**src/hdl/ddwsr_pkg.sv**
```systemverilog
// Shared types and constants for the differential-drive wheel speed ramp.
// No dependencies; imported by every module of the block.
package ddwsr_pkg;

  localparam int TRACK_W = 12;
  localparam int GAIN_W  = 24;
  localparam int STEP_W  = 16;
  localparam int TICK_W  = 16;
  localparam int CFG_W   = 24;
  localparam int CFG_IDX_W = 2;
  localparam int SPEED_W = 16;
  localparam int MUL_W   = 24;
  localparam int PROD_W  = 2 * MUL_W;

  localparam logic [TRACK_W-1:0] TRACK_RST = 12'd400;
  localparam logic [GAIN_W-1:0]  GAIN_RST  = 24'd187760;
  localparam logic [STEP_W-1:0]  STEP_RST  = 16'd50;
  localparam logic [TICK_W-1:0]  TOUT_RST  = 16'd25;
  localparam logic [TICK_W-1:0]  TICK_MAX  = 16'hFFFF;

  localparam logic signed [15:0] LIN_LIMIT = 16'sd500;
  localparam logic signed [15:0] ANG_LIMIT = 16'sd300;
  localparam logic signed [22:0] BASE_SCALE = 23'sd2000;

  // gain product >> 20, then / 125: reciprocal 2^29/125 rounded up, exact below 2^22
  localparam int           GAIN_SHIFT = 20;
  localparam int           RECIP_SHIFT = 29;
  localparam logic [MUL_W-1:0] RECIP_125 = 24'd4294968;
  localparam logic [25:0]  SAT_LIMIT = 26'd4096000;  // 125 * 32768

  typedef enum logic [CFG_IDX_W-1:0] {
    REG_TRACK = 2'd0,
    REG_GAIN  = 2'd1,
    REG_STEP  = 2'd2,
    REG_TOUT  = 2'd3
  } cfg_reg_t;

  typedef struct packed {
    logic [TRACK_W-1:0] track_width_mm;
    logic [GAIN_W-1:0]  rpm_gain_q16;
    logic [STEP_W-1:0]  accel_step;
    logic [TICK_W-1:0]  timeout_ticks;
  } cfg_t;

  typedef enum logic [2:0] {
    MS_TURN,
    MS_GAIN_L,
    MS_GAIN_R,
    MS_DIV_L,
    MS_DIV_R
  } mul_sel_t;

  typedef enum logic [2:0] {
    ST_IDLE,
    ST_TURN,
    ST_SUM,
    ST_MUL_L,
    ST_MUL_R,
    ST_DIV_L,
    ST_DIV_R,
    ST_DONE
  } state_t;

  typedef struct packed {
    logic     load;
    logic     mul_en;
    mul_sel_t mul_sel;
    logic     sum_en;
    logic     capx_l;
    logic     capx_r;
    logic     capt_l;
    logic     commit;
  } dp_cmd_t;

  typedef struct packed {
    logic out_full;
  } dp_status_t;

endpackage

```
**src/hdl/diff_drive_wheel_speed_ramp_top.sv**
```systemverilog
// Top level of the differential-drive wheel speed ramp.
// Depends on ddwsr_pkg, ddwsr_cfg, ddwsr_ctrl and ddwsr_dp.
//
// One input beat is one control tick: the velocity command is clamped, turned into
// left and right wheel targets in rpm, and the stored wheel commands are ramped toward
// them by at most accel_step (or forced to zero on timeout or emergency). A new tick is
// accepted only after the previous result is committed; the single 24x24 multiplier is
// used in turn for the turn term, both gain products and both divide-by-125 reciprocal
// products. The result sits in an output register, so a stalled consumer only holds the
// block once a second result is ready. Configuration writes take effect at once and
// belong between ticks.
module diff_drive_wheel_speed_ramp_top
  import ddwsr_pkg::*;
(
  input  logic                      clk,
  input  logic                      rst_n,
  input  logic                      cfg_we,
  input  logic [CFG_IDX_W-1:0]      cfg_index,
  input  logic [CFG_W-1:0]          cfg_wdata,
  input  logic                      in_valid,
  output logic                      in_ready,
  input  logic signed [15:0]        in_linear_mm_s,
  input  logic signed [15:0]        in_angular_mrad_s,
  input  logic                      in_new_command,
  input  logic                      in_emergency,
  output logic                      out_valid,
  input  logic                      out_ready,
  output logic signed [SPEED_W-1:0] out_left_cmd,
  output logic signed [SPEED_W-1:0] out_right_cmd,
  output logic                      out_stale
);

  cfg_t       cfg;
  dp_cmd_t    cmd;
  dp_status_t status;

  ddwsr_cfg u_cfg (
    .clk       (clk),
    .rst_n     (rst_n),
    .cfg_we    (cfg_we),
    .cfg_index (cfg_index),
    .cfg_wdata (cfg_wdata),
    .cfg       (cfg)
  );

  ddwsr_ctrl u_ctrl (
    .clk      (clk),
    .rst_n    (rst_n),
    .in_valid (in_valid),
    .in_ready (in_ready),
    .status   (status),
    .cmd      (cmd)
  );

  ddwsr_dp u_dp (
    .clk               (clk),
    .rst_n             (rst_n),
    .cfg               (cfg),
    .cmd               (cmd),
    .status            (status),
    .in_linear_mm_s    (in_linear_mm_s),
    .in_angular_mrad_s (in_angular_mrad_s),
    .in_new_command    (in_new_command),
    .in_emergency      (in_emergency),
    .out_valid         (out_valid),
    .out_ready         (out_ready),
    .out_left_cmd      (out_left_cmd),
    .out_right_cmd     (out_right_cmd),
    .out_stale         (out_stale)
  );

endmodule

```
**src/hdl/ddwsr_cfg.sv**
```systemverilog
// Configuration register file for the wheel speed ramp.
// Depends on ddwsr_pkg for the register map and reset values.
module ddwsr_cfg
  import ddwsr_pkg::*;
(
  input  logic                 clk,
  input  logic                 rst_n,
  input  logic                 cfg_we,
  input  logic [CFG_IDX_W-1:0] cfg_index,
  input  logic [CFG_W-1:0]     cfg_wdata,
  output cfg_t                 cfg
);

  cfg_t cfg_r;

  always_ff @(posedge clk) begin
    if (!rst_n) begin
      cfg_r.track_width_mm <= TRACK_RST;
      cfg_r.rpm_gain_q16   <= GAIN_RST;
      cfg_r.accel_step     <= STEP_RST;
      cfg_r.timeout_ticks  <= TOUT_RST;
    end else if (cfg_we) begin
      unique case (cfg_reg_t'(cfg_index))
        REG_TRACK: cfg_r.track_width_mm <= cfg_wdata[TRACK_W-1:0];
        REG_GAIN:  cfg_r.rpm_gain_q16   <= cfg_wdata[GAIN_W-1:0];
        REG_STEP:  cfg_r.accel_step     <= cfg_wdata[STEP_W-1:0];
        REG_TOUT:  cfg_r.timeout_ticks  <= cfg_wdata[TICK_W-1:0];
        default:   ;
      endcase
    end
  end

  assign cfg = cfg_r;

endmodule

```
**src/hdl/ddwsr_ctrl.sv**
```systemverilog
// Sequencer for the wheel speed ramp: steps the shared multiplier schedule.
// Depends on ddwsr_pkg for state, command and status types.
module ddwsr_ctrl
  import ddwsr_pkg::*;
(
  input  logic       clk,
  input  logic       rst_n,
  input  logic       in_valid,
  output logic       in_ready,
  input  dp_status_t status,
  output dp_cmd_t    cmd
);

  state_t state_r, state_nxt;

  always_ff @(posedge clk) begin
    if (!rst_n) begin
      state_r <= ST_IDLE;
    end else begin
      state_r <= state_nxt;
    end
  end

  always_comb begin
    state_nxt   = state_r;
    cmd         = '0;
    cmd.mul_sel = MS_TURN;
    in_ready    = 1'b0;
    unique case (state_r)
      ST_IDLE: begin
        in_ready = 1'b1;
        if (in_valid) begin
          cmd.load  = 1'b1;
          state_nxt = ST_TURN;
        end
      end
      ST_TURN: begin
        cmd.mul_en  = 1'b1;
        cmd.mul_sel = MS_TURN;
        state_nxt   = ST_SUM;
      end
      ST_SUM: begin
        cmd.sum_en = 1'b1;
        state_nxt  = ST_MUL_L;
      end
      ST_MUL_L: begin
        cmd.mul_en  = 1'b1;
        cmd.mul_sel = MS_GAIN_L;
        state_nxt   = ST_MUL_R;
      end
      ST_MUL_R: begin
        cmd.mul_en  = 1'b1;
        cmd.mul_sel = MS_GAIN_R;
        cmd.capx_l  = 1'b1;
        state_nxt   = ST_DIV_L;
      end
      ST_DIV_L: begin
        cmd.mul_en  = 1'b1;
        cmd.mul_sel = MS_DIV_L;
        cmd.capx_r  = 1'b1;
        state_nxt   = ST_DIV_R;
      end
      ST_DIV_R: begin
        cmd.mul_en  = 1'b1;
        cmd.mul_sel = MS_DIV_R;
        cmd.capt_l  = 1'b1;
        state_nxt   = ST_DONE;
      end
      ST_DONE: begin
        if (!status.out_full) begin
          cmd.commit = 1'b1;
          state_nxt  = ST_IDLE;
        end
      end
      default: state_nxt = ST_IDLE;
    endcase
  end

endmodule

```
**src/hdl/ddwsr_dp.sv**
```systemverilog
// Datapath for the wheel speed ramp: clamps, shared multiplier, ramp, output beat.
// Depends on ddwsr_pkg; driven by ddwsr_ctrl commands.
module ddwsr_dp
  import ddwsr_pkg::*;
(
  input  logic                      clk,
  input  logic                      rst_n,
  input  cfg_t                      cfg,
  input  dp_cmd_t                   cmd,
  output dp_status_t                status,
  input  logic signed [15:0]        in_linear_mm_s,
  input  logic signed [15:0]        in_angular_mrad_s,
  input  logic                      in_new_command,
  input  logic                      in_emergency,
  output logic                      out_valid,
  input  logic                      out_ready,
  output logic signed [SPEED_W-1:0] out_left_cmd,
  output logic signed [SPEED_W-1:0] out_right_cmd,
  output logic                      out_stale
);

  function automatic logic signed [SPEED_W-1:0] ramp_step(
    input logic signed [SPEED_W-1:0] cur,
    input logic signed [SPEED_W-1:0] tgt,
    input logic [STEP_W-1:0]         step
  );
    logic signed [17:0] c;
    logic signed [17:0] t;
    logic signed [17:0] s;
    logic signed [17:0] r;
    c = 18'(cur);
    t = 18'(tgt);
    s = $signed({2'b00, step});
    if (c < t) begin
      r = c + s;
      if (r > t) r = t;
    end else begin
      r = c - s;
      if (r < t) r = t;
    end
    return r[SPEED_W-1:0];
  endfunction

  function automatic logic signed [SPEED_W-1:0] to_target(
    input logic        neg,
    input logic        sat,
    input logic [14:0] q
  );
    logic signed [SPEED_W-1:0] v;
    v = $signed({1'b0, q});
    if (sat) return neg ? 16'sh8000 : 16'sh7FFF;
    return neg ? -v : v;
  endfunction

  logic signed [9:0]  lin_r;
  logic [8:0]         ang_mag_r;
  logic               ang_neg_r;
  logic               kill_r;
  logic               stale_r;
  logic [TICK_W-1:0]  ticks_r, ticks_nxt;

  logic [21:0]        mag_l_r, mag_r_r;
  logic               neg_l_r, neg_r_r;
  logic [21:0]        x_l_r, x_r_r;
  logic               sat_l_r, sat_r_r;
  logic signed [SPEED_W-1:0] tgt_l_r;
  logic [PROD_W-1:0]  prod_r;

  logic signed [SPEED_W-1:0] cur_l_r, cur_r_r;
  logic                      out_valid_r;
  logic signed [SPEED_W-1:0] out_left_r, out_right_r;
  logic                      out_stale_r;

  logic signed [9:0]  lin_c;
  logic signed [9:0]  ang_c;
  logic [MUL_W-1:0]   mul_a, mul_b;
  logic signed [22:0] base, turn_s, spd_l, spd_r, abs_l, abs_r;
  logic [25:0]        gprod;
  logic               gsat;
  logic [14:0]        quot;
  logic signed [SPEED_W-1:0] tgt_r, nxt_l, nxt_r;

  always_comb begin
    if (in_linear_mm_s > LIN_LIMIT)       lin_c = LIN_LIMIT[9:0];
    else if (in_linear_mm_s < -LIN_LIMIT) lin_c = 10'(-LIN_LIMIT);
    else                                  lin_c = in_linear_mm_s[9:0];
    if (in_angular_mrad_s > ANG_LIMIT)       ang_c = ANG_LIMIT[9:0];
    else if (in_angular_mrad_s < -ANG_LIMIT) ang_c = 10'(-ANG_LIMIT);
    else                                     ang_c = in_angular_mrad_s[9:0];
  end

  always_comb begin
    if (in_new_command)        ticks_nxt = '0;
    else if (ticks_r != TICK_MAX) ticks_nxt = ticks_r + 1'b1;
    else                       ticks_nxt = ticks_r;
  end

  always_ff @(posedge clk) begin
    if (!rst_n) begin
      ticks_r <= TICK_MAX;
    end else if (cmd.load) begin
      ticks_r <= ticks_nxt;
    end
  end

  always_ff @(posedge clk) begin
    if (cmd.load) begin
      lin_r     <= lin_c;
      ang_neg_r <= ang_c[9];
      ang_mag_r <= ang_c[9] ? 9'(-ang_c) : ang_c[8:0];
      stale_r   <= (ticks_nxt > cfg.timeout_ticks);
      kill_r    <= (ticks_nxt > cfg.timeout_ticks) || in_emergency;
    end
  end

  // shared unsigned multiplier, one product per step
  always_comb begin
    unique case (cmd.mul_sel)
      MS_TURN: begin
        mul_a = MUL_W'(ang_mag_r);
        mul_b = MUL_W'(cfg.track_width_mm);
      end
      MS_GAIN_L: begin
        mul_a = MUL_W'(mag_l_r);
        mul_b = cfg.rpm_gain_q16;
      end
      MS_GAIN_R: begin
        mul_a = MUL_W'(mag_r_r);
        mul_b = cfg.rpm_gain_q16;
      end
      MS_DIV_L: begin
        mul_a = MUL_W'(x_l_r);
        mul_b = RECIP_125;
      end
      MS_DIV_R: begin
        mul_a = MUL_W'(x_r_r);
        mul_b = RECIP_125;
      end
      default: begin
        mul_a = '0;
        mul_b = '0;
      end
    endcase
  end

  always_ff @(posedge clk) begin
    if (cmd.mul_en) prod_r <= mul_a * mul_b;
  end

  always_comb begin
    base   = 23'(lin_r) * BASE_SCALE;
    turn_s = ang_neg_r ? -$signed({2'b00, prod_r[20:0]}) : $signed({2'b00, prod_r[20:0]});
    spd_l  = base - turn_s;
    spd_r  = base + turn_s;
    abs_l  = spd_l[22] ? -spd_l : spd_l;
    abs_r  = spd_r[22] ? -spd_r : spd_r;
    gprod  = prod_r[GAIN_SHIFT+25:GAIN_SHIFT];
    gsat   = (gprod >= SAT_LIMIT);
    quot   = prod_r[RECIP_SHIFT+14:RECIP_SHIFT];
  end

  always_ff @(posedge clk) begin
    if (cmd.sum_en) begin
      neg_l_r <= spd_l[22];
      neg_r_r <= spd_r[22];
      mag_l_r <= abs_l[21:0];
      mag_r_r <= abs_r[21:0];
    end
    if (cmd.capx_l) begin
      x_l_r   <= gprod[21:0];
      sat_l_r <= gsat;
    end
    if (cmd.capx_r) begin
      x_r_r   <= gprod[21:0];
      sat_r_r <= gsat;
    end
    if (cmd.capt_l) tgt_l_r <= to_target(neg_l_r, sat_l_r, quot);
  end

  always_comb begin
    tgt_r = to_target(neg_r_r, sat_r_r, quot);
    if (kill_r) begin
      nxt_l = '0;
      nxt_r = '0;
    end else begin
      nxt_l = ramp_step(cur_l_r, tgt_l_r, cfg.accel_step);
      nxt_r = ramp_step(cur_r_r, tgt_r, cfg.accel_step);
    end
  end

  always_ff @(posedge clk) begin
    if (!rst_n) begin
      cur_l_r     <= '0;
      cur_r_r     <= '0;
      out_valid_r <= 1'b0;
    end else begin
      if (cmd.commit) begin
        cur_l_r     <= nxt_l;
        cur_r_r     <= nxt_r;
        out_valid_r <= 1'b1;
      end else if (out_ready) begin
        out_valid_r <= 1'b0;
      end
    end
  end

  always_ff @(posedge clk) begin
    if (cmd.commit) begin
      out_left_r  <= nxt_l;
      out_right_r <= nxt_r;
      out_stale_r <= stale_r;
    end
  end

  assign status.out_full = out_valid_r && !out_ready;
  assign out_valid       = out_valid_r;
  assign out_left_cmd    = out_left_r;
  assign out_right_cmd   = out_right_r;
  assign out_stale       = out_stale_r;

endmodule
```
**config.mk**
```make
export PLATFORM = sky130hd
export DESIGN_NAME = diff_drive_wheel_speed_ramp_top
export DESIGN_NICKNAME = d
export VERILOG_FILES = /design/src/hdl/ddwsr_pkg.sv /design/src/hdl/diff_drive_wheel_speed_ramp_top.sv /design/src/hdl/ddwsr_cfg.sv /design/src/hdl/ddwsr_ctrl.sv /design/src/hdl/ddwsr_dp.sv
export SDC_FILE = /design/constraint.sdc
export NUM_CORES = 2
export LEC_CHECK = 0
export BUFFER_PORTS_ARGS = -buffer_cell sky130_fd_sc_hd__buf_4
export CAP_MARGIN = 40
export CORE_MARGIN = 2
export CORE_UTILIZATION = 30
export DETAILED_ROUTE_END_ITERATION = 12
export PLACE_DENSITY = 0.54
export REMOVE_ABC_BUFFERS = 1
export SYNTH_ARGS = -nofsm -noshare
export SYNTH_HDL_FRONTEND = slang
export SYNTH_SLANG_ARGS = --single-unit
```
**constraint.sdc**
```tcl
create_clock -name clk -period 8.7 [get_ports clk]
set_input_delay 1.74 -clock clk [delete_from_list [all_inputs] [get_ports clk]]
set_output_delay 1.74 -clock clk [all_outputs]
set_load 0.01 [all_outputs]
```
==> results.tsv <==
stage	metric	value	unit
status	outcome	finished, final reports clean	
timing	setup TNS	0	ps
critical_path	critical path's slowest cell	fa_1	
cells_and_area	area delta synth->final	14.1	%
synth	Yosys top cell area share	23.2	%
routing	via count	33932	
synth	number of distinct library cells after synthesis	83	
floorplan	IO Count	100	
routing	DRT Pass-1 Iters	6	
routing	DR vias/cell	5.09	
cells_and_area	Non-Filler Instances	6663	
cells_and_area	most frequent cells in the layout	inv_1 (698), nand2_1 (645), fa_1 (477), ha_1 (425), nor2_1 (392)	
synth	synthesized netlist cell count	4692	
critical_path	FF-to-FF setup slack	270	ps
critical_path	Critical Path End	u_dp.prod_r[44]	
critical_path	Reg-to-Reg End	u_dp.prod_r[44]	
clock_network	clock-pin slew on the worst setup and hold paths	60	ps
routing	WL per Instance	21.5	microns
flow_run	number of max-cap violations	0	
global_route	Total Routing Usage GR	20.3	%
routing	Post-Route WL	143000	microns
clock_network	H-Tree Depth	2	
timing	worst rel slew slack	35.2	%
clock_network	worst skew pair latency	650	ps
synth	Netlist Area Pre-Place	41100	sq um
clock_network	CTS Sinks	328	
global_route	initial antenna violation count	4	
critical_path	Critical Path Source Type	flip-flop	
min_path	Hold Path Class	reg -> reg	
cells_and_area	layout cells sized above 1	9.43	%
routing	initial detailed-routing violation count	2677	
place	placed cells	6576	
clock_network	clk buf depth	3	
floorplan	placement row count	135	
timing	fmax	119	MHz
floorplan	Die Ht	374	microns
critical_path	crit path DAT	8800	ps
global_route	vias in the first global route	34165	
place	Buffers on Ports	99	
critical_path	CP Class	reg -> reg	
critical_path	Crit. Startpoint	u_ctrl.state_r[1]	
clock_network	CTS buffer count	42	
global_route	grt total ovfl	0	
timing	WHS	417	ps
clock_network	CTS tree	yes	
timing	Final setup viols	0	
clock_network	Clock Tree Root	clkbuf_16	
global_route	largest net degree at the start of global routing	60	
timing	min Tclk post-route	8430	ps
place	GP Congestion	0.948	
floorplan	Die W	374	microns
clock_network	hold buffer count at cts	0	
global_route	first-pass GRT wire length	216000	microns
critical_path	cell mode on critical path	fa_1	
critical_path	worst reg-to-reg path cell count	32	
place	hpwl dp	117000	microns
floorplan	CORE AREA	136000	sq um
critical_path	CP Data Required Time	9070	ps
critical_path	RR Startpoint	u_ctrl.state_r[1]	
cells_and_area	nets	5819	
timing	Worst-Margin Slew	962	ps
timing	Fin. Hold Viols	0	
critical_path	crit path max fanout	23	
synth	area leader, netlist	fa_1	
routing	Antenna Nets Post-Route	0	
critical_path	slowest stage delay, CP	570	ps
cells_and_area	commonest non-fill, non-tap cell in the layout	inv_1	
synth	Synth Warn #	0	
synth	Post-synth EDFFs	208	
timing	Setup Skew	60.0	ps
floorplan	die area	140000	sq um
floorplan	Initial Util	30.3	%
synth	Synth area leaders	fa_1 (23%), edfxtp_1 (15%), ha_1 (13%), inv_1 (6.4%), nand2_1 (5.9%)	
critical_path	crit path capture type	flip-flop	
routing	DRC viols	0	
synth	#FFs+latches synth	328	
synth	sequential-to-total area share from yosys stat	21.0	%
synth	predominant post-synthesis flop cell	edfxtp_1	
synth	fraction of registers with async set/reset	0	%
synth	Syn Area/Cell	8.76	sq um
timing	fin. max-slew vios	0	
timing	Final Cycle Share	96.9	%
-- through the flow --
step                      area, sq um  util [%]  setup slack (ps)
after floorplan                 40300         -             -1320
after global placement          45100      33.2             -61.8
after detailed placement        45200      33.3             -87.0
after CTS                       46600      34.3              2.44
after global routing            46900      34.5             -2.97
final                           46900      34.5               269
-- how the worst min path moves through the flow --
stage,startpoint,to,slack [ps],cells past startpoint
4_1_cts,u_dp.stale_r,u_dp.out_stale,420,0
3_3_place_gp,u_dp.stale_r,u_dp.out_stale,410,0
6_report,u_dp.stale_r,u_dp.out_stale,420,0
5_1_grt,u_dp.stale_r,u_dp.out_stale,440,0
3_5_place_dp,u_dp.stale_r,u_dp.out_stale,410,0
2_1_floorplan,u_dp.stale_r,u_dp.out_stale,400,0
-- worst max-delay path: cells and delay by family, from the launching register on --
family / cells / cell delay, ps
AO/OA/AOI/OAI: 5 / 780
XOR/XNOR: 1 / 150
adder cells (fa/ha/maj): 9 / 4160
buffers and inverters: 10 / 1190
flip-flops: 1 / 350
AND/OR/NAND/NOR: 7 / 1540
-- logic make-up (layout without fill, tap and decap cells) --
group / count (synthesis) / count (layout) / share of synthesized area [%]
other: 0 / 3 / 0
XOR/XNOR: 222 / 222 / 4.73
flip-flops: 328 / 328 / 21.0
AND/OR/NAND/NOR: 1425 / 1425 / 15.2
buffers and inverters: 902 / 1089 / 8.32
adder cells (fa/ha/maj): 907 / 907 / 36.3
AO/OA/AOI/OAI: 888 / 888 / 13.9
multiplexers: 20 / 20 / 0.520
-- area by class of cell --
cell class / count / area, sq um
fill: 14198 / 88900
multi-input combinational: 3462 / 29300
sequential: 328 / 8650
timing repair buffer: 310 / 2720
inverter: 703 / 2640
tap: 1781 / 2230
clock buffer: 51 / 1110
clock inverter: 25 / 294
antenna: 3 / 7.51
-- registers in the layout (all words and copies together) (netlist names), 3 cells and up --
register and cells:
u_cfg.cfg 68, u_dp.prod_r 46, u_dp.mag_r_r 22, u_dp.x_l_r 22
u_dp.x_r_r 22, u_dp.mag_l_r 21, u_dp.cur_l_r 16, u_dp.cur_r_r 16
u_dp.out_left_cmd 16, u_dp.out_right_cmd 16, u_dp.tgt_l_r 16, u_dp.ticks_r 16
u_dp.lin_r 10, u_dp.ang_mag_r 9, u_ctrl.state_r 3
-- Yosys cell counts, types with 36 or more instances --
library cell,instances
a31oi_1,46
ha_1,430
a22oi_1,52
clkbuf_1,177
o21ai_0,157
a21oi_1,269
a21o_1,84
nand2_1,648
nor2_1,392
xor2_1,55
dfxtp_1,120
nor3_1,59
inv_1,701
nand2b_1,42
o21a_1,36
xnor2_1,167
nand3_1,55
edfxtp_1,208
fa_1,477
nor2b_1,51
-- per-layer routing --
layer / global-route usage, % / part of all wire [%] / routed length, microns
met1: 27.4 / 44 / 62300
met4: 6.32 / 3.5 / 4960
met5: 0 / 0.024 / 34
met2: 33.5 / 47 / 66600
met3: 2.97 / 6.4 / 9210
-- what timing repair did --
action,CTS,global route
resized for setup,7,47
setup buffers,0,7
endpoints found under the hold margin,0,0
pin swaps,0,4
setup endpoints to repair,8,22
cloned,0,1
Power is left out: the tool's default activity adds up to more than one toggle a clock period on the data nets, which glitch-free logic cannot reach.
